===== src/rtl/core/ktt_pkg.sv =====
// Shared types, constants and helpers for the keyword table tokenizer.
`default_nettype none
package ktt_pkg;

   localparam int NUM_TOKENS_DEF    = 4;
   localparam int MAX_TOKEN_LEN_DEF = 8;
   localparam int OFFSET_BITS_DEF   = 24;

   localparam int SLOT_COUNT   = 4;
   localparam int FIELD_W      = 24;
   localparam int POS_W        = 16;
   localparam int CSR_DATA_W   = 64;
   localparam int CSR_INDEX_W  = 3;
   localparam int FIFO_DEPTH   = 4;
   localparam int FIFO_PTR_W   = 2;
   localparam int FIFO_CNT_W   = 3;

   localparam logic [CSR_INDEX_W-1:0] CSR_TEXT0   = 3'd0;
   localparam logic [CSR_INDEX_W-1:0] CSR_TEXT1   = 3'd1;
   localparam logic [CSR_INDEX_W-1:0] CSR_TEXT2   = 3'd2;
   localparam logic [CSR_INDEX_W-1:0] CSR_TEXT3   = 3'd3;
   localparam logic [CSR_INDEX_W-1:0] CSR_LENGTHS = 3'd4;
   localparam logic [CSR_INDEX_W-1:0] CSR_SYMBOLS = 3'd5;
   localparam logic [CSR_INDEX_W-1:0] CSR_COUNT   = 3'd6;
   localparam logic [CSR_INDEX_W-1:0] CSR_SPECIAL = 3'd7;

   localparam logic [7:0] CHAR_TAB     = 8'd9;
   localparam logic [7:0] CHAR_NL      = 8'd10;
   localparam logic [7:0] CHAR_CR      = 8'd13;
   localparam logic [7:0] CHAR_SPACE   = 8'd32;
   localparam logic [4:0] TAB_ADVANCE  = 5'd8;

   typedef struct packed {
      logic [7:0] byte_value;
      logic       has_byte;
      logic       end_of_text;
   } req_type;

   typedef struct packed {
      logic [FIELD_W-1:0] token_start;
      logic [FIELD_W-1:0] token_length;
      logic [POS_W-1:0]   token_line;
      logic [POS_W-1:0]   token_column;
      logic [7:0]         token_symbol;
      logic               last_of_run;
   } rsp_type;

   // saturating add for line / column counters
   function automatic logic [POS_W-1:0] sat_add16(input logic [POS_W-1:0] a,
                                                  input logic [4:0] b);
      logic [POS_W:0] s;
      s = {1'b0, a} + {{(POS_W-4){1'b0}}, b};
      return s[POS_W] ? {POS_W{1'b1}} : s[POS_W-1:0];
   endfunction

   function automatic logic is_blank(input logic [7:0] c);
      return (c == CHAR_SPACE) || ((c >= CHAR_TAB) && (c <= CHAR_CR));
   endfunction

endpackage
`default_nettype wire


===== src/rtl/core/keyword_table_tokenizer_unit.sv =====
// Top level of the keyword table tokenizer: window, matcher, result queue.
`default_nettype none
// Keyword table tokenizer. Text arrives one byte per req beat; bytes fill a
// lookahead window of MAX_TOKEN_LEN bytes and, once it is full, every beat
// decides one start position in the same cycle: whitespace, the first
// configured keyword slot (all slots compare in parallel), or one byte of a
// string run. Each decision yields up to two tokens (pending string run, then
// keyword), written to a 4-entry result queue that feeds rsp; req takes one
// beat per cycle while the queue has two free entries, so the sustained rate
// is one byte per cycle, bounded by one rsp beat per cycle. A beat with
// end_of_text set starts a drain: req stalls through each decision (at
// most one per byte left in the window, up to MAX_TOKEN_LEN) and through
// the trailing string run and the end token. A decision that yields two
// tokens fills the queue faster than rsp empties it, so a drain with several
// such decisions waits for queue room, and a stalled rsp stretches it further.
// last_of_run marks the final token caused by a beat. Configure the csr
// registers only while idle.
module keyword_table_tokenizer_unit
   import ktt_pkg::*;
#(
   parameter int NUM_TOKENS    = NUM_TOKENS_DEF,
   parameter int MAX_TOKEN_LEN = MAX_TOKEN_LEN_DEF,
   parameter int OFFSET_BITS   = OFFSET_BITS_DEF
) (
   input  wire logic                   clock,
   input  wire logic                   reset,
   input  wire logic                   req_valid,
   output logic                        req_stall,
   input  wire req_type                req_data,
   output logic                        rsp_valid,
   input  wire logic                   rsp_stall,
   output rsp_type                     rsp_data,
   input  wire logic                   csr_write_en,
   input  wire logic [CSR_INDEX_W-1:0] csr_index,
   input  wire logic [CSR_DATA_W-1:0]  csr_wdata
);

   localparam int FILL_W = $clog2(MAX_TOKEN_LEN + 1);
   localparam logic [FILL_W-1:0] FILL_FULL = FILL_W'(MAX_TOKEN_LEN);

   // configuration
   logic [63:0] text_ff [SLOT_COUNT];
   logic [15:0] lengths_ff;
   logic [31:0] symbols_ff;
   logic [2:0]  count_ff;
   logic [15:0] special_ff;

   // stream state
   logic [7:0]             window_ff [MAX_TOKEN_LEN];
   logic [7:0]             window_in [MAX_TOKEN_LEN];
   logic [FILL_W-1:0]      fill_ff, fill_in;
   logic [OFFSET_BITS-1:0] offset_ff, offset_in;
   logic [POS_W-1:0]       line_ff, line_in;
   logic [POS_W-1:0]       column_ff, column_in;
   logic                   run_ff, run_in;
   logic [OFFSET_BITS-1:0] run_offset_ff, run_offset_in;
   logic [POS_W-1:0]       run_line_ff, run_line_in;
   logic [POS_W-1:0]       run_column_ff, run_column_in;
   logic                   drain_ff, drain_in;

   // result queue
   rsp_type                fifo_ff [FIFO_DEPTH];
   logic [FIFO_PTR_W-1:0]  rd_ptr_ff, wr_ptr_ff;
   logic [FIFO_CNT_W-1:0]  qcount_ff;

   logic                   accept, append, pop;
   logic [7:0]             win_app [MAX_TOKEN_LEN];
   logic [FILL_W-1:0]      fill_app;
   logic [7:0]             dw [MAX_TOKEN_LEN];
   logic [FILL_W-1:0]      df;
   logic                   do_decide, do_final;
   logic [2:0]             slot_limit;
   logic                   hit;
   logic [3:0]             hit_len;
   logic [7:0]             hit_sym;
   logic [SLOT_COUNT-1:0]  slot_ok;
   logic                   blank;
   logic [FILL_W-1:0]      drop;
   rsp_type                res_a, res_b;
   logic                   res_a_v, res_b_v;
   rsp_type                push0, push1;
   logic [1:0]             push_cnt;

   assign accept    = req_valid && !req_stall;
   assign req_stall = drain_ff || (qcount_ff > FIFO_CNT_W'(2));
   assign append    = accept && req_data.has_byte && (fill_ff < FILL_FULL);
   assign fill_app  = fill_ff + FILL_W'(append);

   always_comb begin
      for (int i = 0; i < MAX_TOKEN_LEN; i++) begin
         win_app[i] = (append && fill_ff == FILL_W'(i)) ? req_data.byte_value : window_ff[i];
      end
   end

   // drain works from the stored window; normal beats from the appended one
   always_comb begin
      for (int i = 0; i < MAX_TOKEN_LEN; i++) begin
         dw[i] = drain_ff ? window_ff[i] : win_app[i];
      end
      df = drain_ff ? fill_ff : fill_app;
   end

   assign do_decide = drain_ff ? ((fill_ff != '0) && (qcount_ff <= FIFO_CNT_W'(2)))
                               : (accept && !req_data.end_of_text && (fill_app >= FILL_FULL));
   assign do_final  = drain_ff && (fill_ff == '0) && (qcount_ff <= FIFO_CNT_W'(2));

   assign slot_limit = (count_ff > 3'(NUM_TOKENS)) ? 3'(NUM_TOKENS) : count_ff;
   assign blank      = is_blank(dw[0]);

   // parallel slot compare; lowest slot wins
   always_comb begin
      hit     = 1'b0;
      hit_len = '0;
      hit_sym = '0;
      for (int s = 0; s < SLOT_COUNT; s++) begin
         slot_ok[s] = (s < NUM_TOKENS) && (3'(s) < slot_limit)
                   && (lengths_ff[4*s +: 4] != 4'd0)
                   && ({1'b0, lengths_ff[4*s +: 4]} <= 5'(MAX_TOKEN_LEN))
                   && ({1'b0, lengths_ff[4*s +: 4]} <= 5'(df));
         for (int j = 0; j < MAX_TOKEN_LEN; j++) begin
            if ((4'(j) < lengths_ff[4*s +: 4]) && (text_ff[s][8*j +: 8] != dw[j])) begin
               slot_ok[s] = 1'b0;
            end
         end
      end
      for (int s = SLOT_COUNT - 1; s >= 0; s--) begin
         if (slot_ok[s]) begin
            hit     = 1'b1;
            hit_len = lengths_ff[4*s +: 4];
            hit_sym = symbols_ff[8*s +: 8];
         end
      end
   end

   // decision and next state
   always_comb begin
      fill_in       = drain_ff ? fill_ff : fill_app;
      offset_in     = offset_ff;
      line_in       = line_ff;
      column_in     = column_ff;
      run_in        = run_ff;
      run_offset_in = run_offset_ff;
      run_line_in   = run_line_ff;
      run_column_in = run_column_ff;
      drain_in      = drain_ff || (accept && req_data.end_of_text);
      drop          = '0;

      res_a_v = 1'b0;
      res_b_v = 1'b0;
      // pending string run
      res_a.token_start  = FIELD_W'(run_offset_ff);
      res_a.token_length = FIELD_W'(offset_ff - run_offset_ff);
      res_a.token_line   = run_line_ff;
      res_a.token_column = run_column_ff;
      res_a.token_symbol = special_ff[7:0];
      // keyword or end token
      res_b.token_start  = FIELD_W'(offset_ff);
      res_b.token_length = do_final ? '0 : FIELD_W'(hit_len);
      res_b.token_line   = line_ff;
      res_b.token_column = column_ff;
      res_b.token_symbol = do_final ? special_ff[15:8] : hit_sym;

      if (do_decide) begin
         if (blank) begin
            res_a_v = run_ff;
            run_in  = 1'b0;
            if (dw[0] == CHAR_NL) begin
               line_in   = sat_add16(line_ff, 5'd1);
               column_in = POS_W'(1);
            end else begin
               column_in = sat_add16(column_ff, (dw[0] == CHAR_TAB) ? TAB_ADVANCE : 5'd1);
            end
            drop = FILL_W'(1);
         end else if (hit) begin
            res_a_v   = run_ff;
            res_b_v   = 1'b1;
            run_in    = 1'b0;
            column_in = sat_add16(column_ff, {1'b0, hit_len});
            drop      = FILL_W'(hit_len);
         end else begin
            if (!run_ff) begin
               run_offset_in = offset_ff;
               run_line_in   = line_ff;
               run_column_in = column_ff;
            end
            run_in    = 1'b1;
            column_in = sat_add16(column_ff, 5'd1);
            drop      = FILL_W'(1);
         end
         fill_in   = df - drop;
         offset_in = offset_ff + OFFSET_BITS'(drop);
      end

      for (int i = 0; i < MAX_TOKEN_LEN; i++) begin
         window_in[i] = (drop == '0) ? dw[i] : 8'd0;
         for (int k = 1; k <= MAX_TOKEN_LEN; k++) begin
            if (drop == FILL_W'(k) && (i + k < MAX_TOKEN_LEN)) begin
               window_in[i] = dw[i+k];
            end
         end
      end

      if (do_final) begin
         res_a_v       = run_ff;
         res_b_v       = 1'b1;
         drain_in      = 1'b0;
         fill_in       = '0;
         offset_in     = '0;
         line_in       = POS_W'(1);
         column_in     = '0;
         run_in        = 1'b0;
         run_offset_in = '0;
         run_line_in   = POS_W'(1);
         run_column_in = '0;
         for (int i = 0; i < MAX_TOKEN_LEN; i++) begin
            window_in[i] = 8'd0;
         end
      end

      // last token of a beat: drain decisions never end the beat
      res_a.last_of_run = !drain_ff && !res_b_v;
      res_b.last_of_run = !drain_ff || do_final;
   end

   // compact the two result slots into queue writes
   always_comb begin
      push0    = res_a;
      push1    = res_b;
      push_cnt = 2'(res_a_v) + 2'(res_b_v);
      if (!res_a_v) begin
         push0 = res_b;
      end
   end

   assign rsp_valid = (qcount_ff != '0);
   assign rsp_data  = fifo_ff[rd_ptr_ff];
   assign pop       = rsp_valid && !rsp_stall;

   always_ff @(posedge clock) begin
      for (int e = 0; e < FIFO_DEPTH; e++) begin
         if (push_cnt != 2'd0 && wr_ptr_ff == FIFO_PTR_W'(e)) begin
            fifo_ff[e] <= push0;
         end
         if (push_cnt == 2'd2 && FIFO_PTR_W'(wr_ptr_ff + 1'b1) == FIFO_PTR_W'(e)) begin
            fifo_ff[e] <= push1;
         end
      end
      if (reset) begin
         for (int s = 0; s < SLOT_COUNT; s++) begin
            text_ff[s] <= '0;
         end
         lengths_ff    <= '0;
         symbols_ff    <= '0;
         count_ff      <= '0;
         special_ff    <= '0;
         fill_ff       <= '0;
         offset_ff     <= '0;
         line_ff       <= POS_W'(1);
         column_ff     <= '0;
         run_ff        <= 1'b0;
         run_offset_ff <= '0;
         run_line_ff   <= POS_W'(1);
         run_column_ff <= '0;
         drain_ff      <= 1'b0;
         rd_ptr_ff     <= '0;
         wr_ptr_ff     <= '0;
         qcount_ff     <= '0;
         for (int i = 0; i < MAX_TOKEN_LEN; i++) begin
            window_ff[i] <= 8'd0;
         end
      end else begin
         if (csr_write_en) begin
            unique case (csr_index)
               CSR_TEXT0:   text_ff[0] <= csr_wdata;
               CSR_TEXT1:   text_ff[1] <= csr_wdata;
               CSR_TEXT2:   text_ff[2] <= csr_wdata;
               CSR_TEXT3:   text_ff[3] <= csr_wdata;
               CSR_LENGTHS: lengths_ff <= csr_wdata[15:0];
               CSR_SYMBOLS: symbols_ff <= csr_wdata[31:0];
               CSR_COUNT:   count_ff   <= csr_wdata[2:0];
               CSR_SPECIAL: special_ff <= csr_wdata[15:0];
               default:     ;
            endcase
         end
         for (int i = 0; i < MAX_TOKEN_LEN; i++) begin
            window_ff[i] <= window_in[i];
         end
         fill_ff       <= fill_in;
         offset_ff     <= offset_in;
         line_ff       <= line_in;
         column_ff     <= column_in;
         run_ff        <= run_in;
         run_offset_ff <= run_offset_in;
         run_line_ff   <= run_line_in;
         run_column_ff <= run_column_in;
         drain_ff      <= drain_in;
         wr_ptr_ff     <= wr_ptr_ff + FIFO_PTR_W'(push_cnt);
         rd_ptr_ff     <= rd_ptr_ff + FIFO_PTR_W'(pop);
         qcount_ff     <= qcount_ff + FIFO_CNT_W'(push_cnt) - FIFO_CNT_W'(pop);
      end
   end

endmodule
`default_nettype wire


===== config.mk =====
export PLATFORM = sky130hd
export DESIGN_NAME = keyword_table_tokenizer_unit
export DESIGN_NICKNAME = d
export VERILOG_FILES = /design/src/rtl/core/ktt_pkg.sv /design/src/rtl/core/keyword_table_tokenizer_unit.sv
export SDC_FILE = /design/constraint.sdc
export NUM_CORES = 2
export LEC_CHECK = 0
export ABC_CLOCK_PERIOD_IN_PS = 15950
export BUFFER_PORTS_ARGS = -buffer_cell sky130_fd_sc_hd__buf_2
export CAP_MARGIN = 5
export CORE_ASPECT_RATIO = 0.7
export CORE_MARGIN = 4
export CORE_UTILIZATION = 60
export DETAILED_ROUTE_END_ITERATION = 8
export HOLD_SLACK_MARGIN = 0.1
export PLACE_DENSITY = 0.78
export SKIP_LAST_GASP = 1
export SLEW_MARGIN = 0
export SYNTH_ARGS = -nofsm -noshare
export SYNTH_HDL_FRONTEND = slang
export SYNTH_SLANG_ARGS = --single-unit
export TNS_END_PERCENT = 30

===== constraint.sdc =====
create_clock -name clock -period 15.95 [get_ports clock]
set_input_delay 1.595 -clock clock [delete_from_list [all_inputs] [get_ports clock]]
set_output_delay 1.595 -clock clock [all_outputs]
set_load 0.02 [all_outputs]

==> out/metrics.sh <==
TIMING.RR.START='drain_ff'
CLOCKBUFFERDEPTH=3
DIE_HEIGHT_UM=243.5
GRT_USE_TOTAL=0.3881
SYNTHMOSTINSTANTIATEDCELL='sky130_fd_sc_hd__nand2_1'
SYNTH_AREA_LEADERS='sky130_fd_sc_hd__edfxtp_1 37%, sky130_fd_sc_hd__dfxtp_1 12%, sky130_fd_sc_hd__nand2_1 6.7%, sky130_fd_sc_hd__mux4_2 4.2%, sky130_fd_sc_hd__and2_1 3.7%'
SYNTHESIS.YOSYS.WARNINGS=0
SYNTH_TOP_AREA_SHARE=0.3741
TIMING.CRITICAL_PATH.TO_TYPE='register'
FINAL-MAX-SLEW-VIOLATION-COUNT=0
MOST_AREA_HUNGRY_CELL_TYPE_IN_THE_YOSYS_NETLIST='sky130_fd_sc_hd__edfxtp_1'
LAYOUT.AREA.SEQ_UM2=23310
FINAL_MIN_PERIOD_OVER_CLOCK_PERIOD=0.6421
WORST_R2R_PATH_DEPTH=20
CLKSLEWWORSTSETUPHOLDPATHS_NS=0.06
CAP_VIOL_MAX_COUNT=0
SETUP-TNS-FINAL_NS=0
POST_SYNTH_INST_COUNT=4808
P_SWITCHING_mW=1.782
TRITONCTS='built'
CRIT_SLOWEST_CELL='sky130_fd_sc_hd__nor2_4'
CTS_SINKS=868
REQUIRED_NS=16.46
SYNTH_ASYNC_SR_FLOP_SHARE=0
SYN-MEAN-INSTANCE-AREA_UM2=9.883
CTS_BUFFERS=86
TIMING.CRITICAL_PATH.FANOUT_MAX=39
FLOORPLAN.CORE_AREA_UM2=78550
FINALHOLDVIOLCOUNT=0
HOLD_PATH_END='symbols_ff[31]'
LAYOUT.NETS=4966
MINIMUM_SETUP_SLACK_AMONG_REG_TO_REG_PATHS_NS=5.71
FIRST_PASS_GRT_WIRE_LENGTH_UM=244000
CLOCK-SKEW-FINAL_NS=0.02586
HOLD_DEPTH=2
CTS_HOLD_BUF=0
VIA_COUNT_OF_THE_FIRST_GLOBAL_ROUTING_PASS=36942
PLACED_CELL_AREA_UM2=49260
TIMING.MAX_SLEW.REL_SLACK=0.09158
AREA_OF_COMBINATIONAL_CELLS_WITH_MULTIPLE_INPUTS_UM2=22390
POWER.SWITCHING_FRACTION=0.2979
GRT_START_MAX_NET_PINS=78
NUMBER_OF_INSTANCES_RESIZED_DURING_POST_CTS_REPAIR=0
IO_BUFFERS=172
RUN_STATUS='complete, but fails checks'
POST_SYNTHESIS_CELL_AREA_UM2=47520
CLOCK_TREE.HTREE_LEVEL_COUNT=3
HOLDCRITPATHCLASS='register to register'
DRCVIOLATIONCOUNT=2
DRTANTENNAVIOLNETS=0
WORST_PATH_CELL_CHAIN='buf_4, a211oi_4, inv_2, nor3_4, mux2i_1, o221ai_1, nor4_1, o2111ai_1, o21ai_1, nand3_1, and4_1, a21oi_1, o21a_2, buf_4, inv_2, ha_1, nor2_1, nand2_1, nor2_4, a22o_1'
VIAS=40312
FINAL_LAYOUT_SIZE_SUFFIX_GT1_FRAC=0.1241
LEAKAGEPOWER_nW=18.29
SETUP_VIOL_COUNT_FINAL=0
FAILED_CHECKS='design-rule violations'
VIASPERCELL=6.766
POSTSYNTHREGISTERBITS=868
WORSTSETUPSTARTPOINTTYPE='register'
INITIAL_STANDARD_CELL_UTILIZATION_OF_THE_CORE=0.6049
ANTENNA_VIOLATIONS_BEFORE_REPAIR=13
PWR_DENSITY_CELL_nW_PER_UM2=114.4
YOSYS-TOP-CELLS-COUNT='852 x sky130_fd_sc_hd__nand2_1, 592 x sky130_fd_sc_hd__edfxtp_1, 286 x sky130_fd_sc_hd__a21oi_1'
YS_SEQ_AREA_FRAC=0.4904
YS_TYPES=117
IRDROPWORSTVDD_uV=96.76
TIMING.HOLD.WORST.START='symbols_ff[31]'
TIMING.FINAL.CRIT_PERIOD_NS=10.24
GPL.FINAL_WEIGHTED_CONGESTION=1.077
GR-TOTAL-OVERFLOW=0
DIE_AREA_UM2=83830
DPL.HPWL_UM=113000
FLOORPLAN.ROWS=86
P_COMB_FRAC=0.189
RSZ0062_AT_GRT='no'
SYN_TO_FINAL_GROWTH_PCT=10.04
WIRE_PER_INST_UM=27.98
POWER.INTERNAL_mW=4.198
CLK_LATENCY_WORST_SKEW_PAIR_NS=0.66
SYNTH_ENABLE_FLOP_CELLS=592
ROUTED_WIRELENGTH_UM=166700
SLOWEST_DELAY_NS=1.07
CTS_ROOT_BUF='sky130_fd_sc_hd__clkbuf_16'
OVERALL_DIE_WIDTH_UM=344.4
NUMBER_OF_FILLER_INSTANCES_IN_THE_FINAL_LAYOUT=5992
CTS_SETUP_BUFFERS=0
WORSTMARGINPINSLEW_NS=1.350
SYN-NUM-NETS=4947
SEQ_POWER_SHARE=0.449
IOS=173
FIRSTDRTPASSITERS=9
FINAL_CELL_AREA_UM2=52290
DETAIL_ROUTE.ITER0.VIOLATIONS=7129
POWER_FRAC_CLOCK=0.362
SYNTH-MAIN-FF-CELL='sky130_fd_sc_hd__edfxtp_1'
CRIT_TYPE='register to register'
CP_DATA_ARRIVAL_TIME_NS=10.75
MAX_CLOCK_FREQ_MHz=97.64
TIMING.RR.END='fifo_ff[2][19]'
==> cell families (layout without fill, tap and decap cells) <==
| group | Yosys count | in the layout | synth area share |
|---|---|---|---|
| fa+ha+maj | 57 | 57 | 0.01580 |
| flops | 868 | 868 | 0.4904 |
| buf+inv | 511 | 602 | 0.04337 |
| mux | 173 | 173 | 0.06056 |
| xor+xnor | 328 | 328 | 0.06046 |
| other cells | 0 | 3 | 0 |
| simple gates | 1836 | 1836 | 0.1852 |
| compound gates | 1035 | 1035 | 0.1442 |
==> worst max-delay path: cells and delay by family (launching register included) <==
| kind | cells | cell delay [ns] |
|---|---|---|
| muxes | 1 | 0.76 |
| DFF | 1 | 0.30 |
| buffers and inverters | 4 | 1.40 |
| adders and majority gates | 1 | 0.38 |
| and+or+nand+nor | 7 | 4.11 |
| AOI/OAI and AO/OA | 7 | 3.05 |
==> routing by layer <==
layer	wire length, µm	GRT usage	share of wire
met5	84	0	0.00050
met3	28400	0.1418	0.17
met1	68160	0.6012	0.41
met4	5128	0.1076	0.031
met2	64950	0.5061	0.39
==> power by group through the flow <==
stage	sequential [mW]	combinational [mW]	clock, mW
4_1_cts	2.68	1.11	2.17
3_3_place_gp	2.72	1.09	0
5_1_grt	2.70	1.18	2.27
3_5_place_dp	2.73	1.10	0
2_1_floorplan	2.65	0.769	0
6_report	2.69	1.13	2.16
==> state kept, by name, indices dropped and copies added, names as in the netlist, 4 cells and up <==
register       cells
run_offset_ff     24
text_ff          256
run_line_ff       16
fifo_ff          356
window_ff         64
symbols_ff        32
fill_ff            4
line_ff           16
offset_ff         24
special_ff        16
run_column_ff     16
lengths_ff        16
column_ff         16
==> area by class of cell <==
type                       instances  area share
multi-input combinational       3429      0.4283
clock inverter                    43    0.009692
timing repair buffer             267     0.03010
antenna                            3   0.0001436
clock buffer                     117     0.04810
inverter                         175     0.01259
tap                             1056     0.02527
sequential                       868      0.4458
==> stage by stage <==
| stage | setup slack [ns] | utilization | cells | hold slack (ns) | power, mW |
|---|---|---|---|---|---|
| 2_1_floorplan | 3.231 | - | 4808 | 0.4196 | 3.422 |
| 3_3_place_gp | 6.243 | 0.6271 | 5795 | 0.4340 | 3.811 |
| 3_5_place_dp | 5.839 | 0.6271 | 5795 | 0.4391 | 3.828 |
| 4_1_cts | 6.238 | 0.6655 | 5955 | 0.4542 | 5.956 |
| 5_1_grt | 5.390 | 0.6655 | 5955 | 0.4684 | 6.150 |
| 6_report | 5.709 | 0.6656 | 5958 | 0.4535 | 5.979 |
==> how the worst max path moves through the flow <==
stage	depth (start not counted)	endpoint	slack, ns	start
floorplan	19	fifo_ff[1][0]	3.23	req_valid
global placement	19	fifo_ff[2][23]	6.24	req_valid
detailed placement	19	fifo_ff[2][26]	5.84	req_valid
CTS	20	fifo_ff[2][26]	6.24	drain_ff
global route	21	fifo_ff[2][43]	5.39	drain_ff
finish	20	fifo_ff[2][19]	5.71	drain_ff
==> placed cells by master (no fill, tap or decap), types with 14 or more instances in the layout <==
master                      synthesis  final
sky130_fd_sc_hd__o2111ai_1         15     15
sky130_fd_sc_hd__o22ai_1           84     84
sky130_fd_sc_hd__nand2b_1          36     33
sky130_fd_sc_hd__o31ai_1           15     15
sky130_fd_sc_hd__nor3b_1           23     23
sky130_fd_sc_hd__a221oi_1          33     33
sky130_fd_sc_hd__nor2_1           245    242
sky130_fd_sc_hd__o211ai_1          15     15
sky130_fd_sc_hd__xnor2_1          175    175
sky130_fd_sc_hd__and2_1           279    279
sky130_fd_sc_hd__edfxtp_1         592    592
sky130_fd_sc_hd__buf_4              7     95
sky130_fd_sc_hd__mux2i_1           73     70
sky130_fd_sc_hd__a22oi_1           14     14
sky130_fd_sc_hd__clkbuf_16          0     91
sky130_fd_sc_hd__a211oi_1          33     31
sky130_fd_sc_hd__ha_1              52     52
sky130_fd_sc_hd__o221ai_1          24     24
sky130_fd_sc_hd__clkbuf_8           0     14
sky130_fd_sc_hd__and3_1            16     16
sky130_fd_sc_hd__nor2b_1           30     29
sky130_fd_sc_hd__nor3_1            90     84
sky130_fd_sc_hd__a22o_1            45     45
sky130_fd_sc_hd__nor4_1            34     30
sky130_fd_sc_hd__buf_2             51    172
sky130_fd_sc_hd__o21ai_0          244    244
sky130_fd_sc_hd__a222oi_1          38     38
sky130_fd_sc_hd__nand2_1          852    852
sky130_fd_sc_hd__a21oi_1          286    286
sky130_fd_sc_hd__dfxtp_1          276    274
sky130_fd_sc_hd__xor2_1           153    153
sky130_fd_sc_hd__mux4_2            89     89
sky130_fd_sc_hd__a21o_1            18     16
sky130_fd_sc_hd__nand3_1           85     85
sky130_fd_sc_hd__nand4_1           47     47
sky130_fd_sc_hd__inv_1            170    169
sky130_fd_sc_hd__o21ai_1           16     14
sky130_fd_sc_hd__or3_1             22     21
sky130_fd_sc_hd__a31oi_1           19     19
sky130_fd_sc_hd__clkinv_2           0     15
Power figures use the tool's default switching activity.
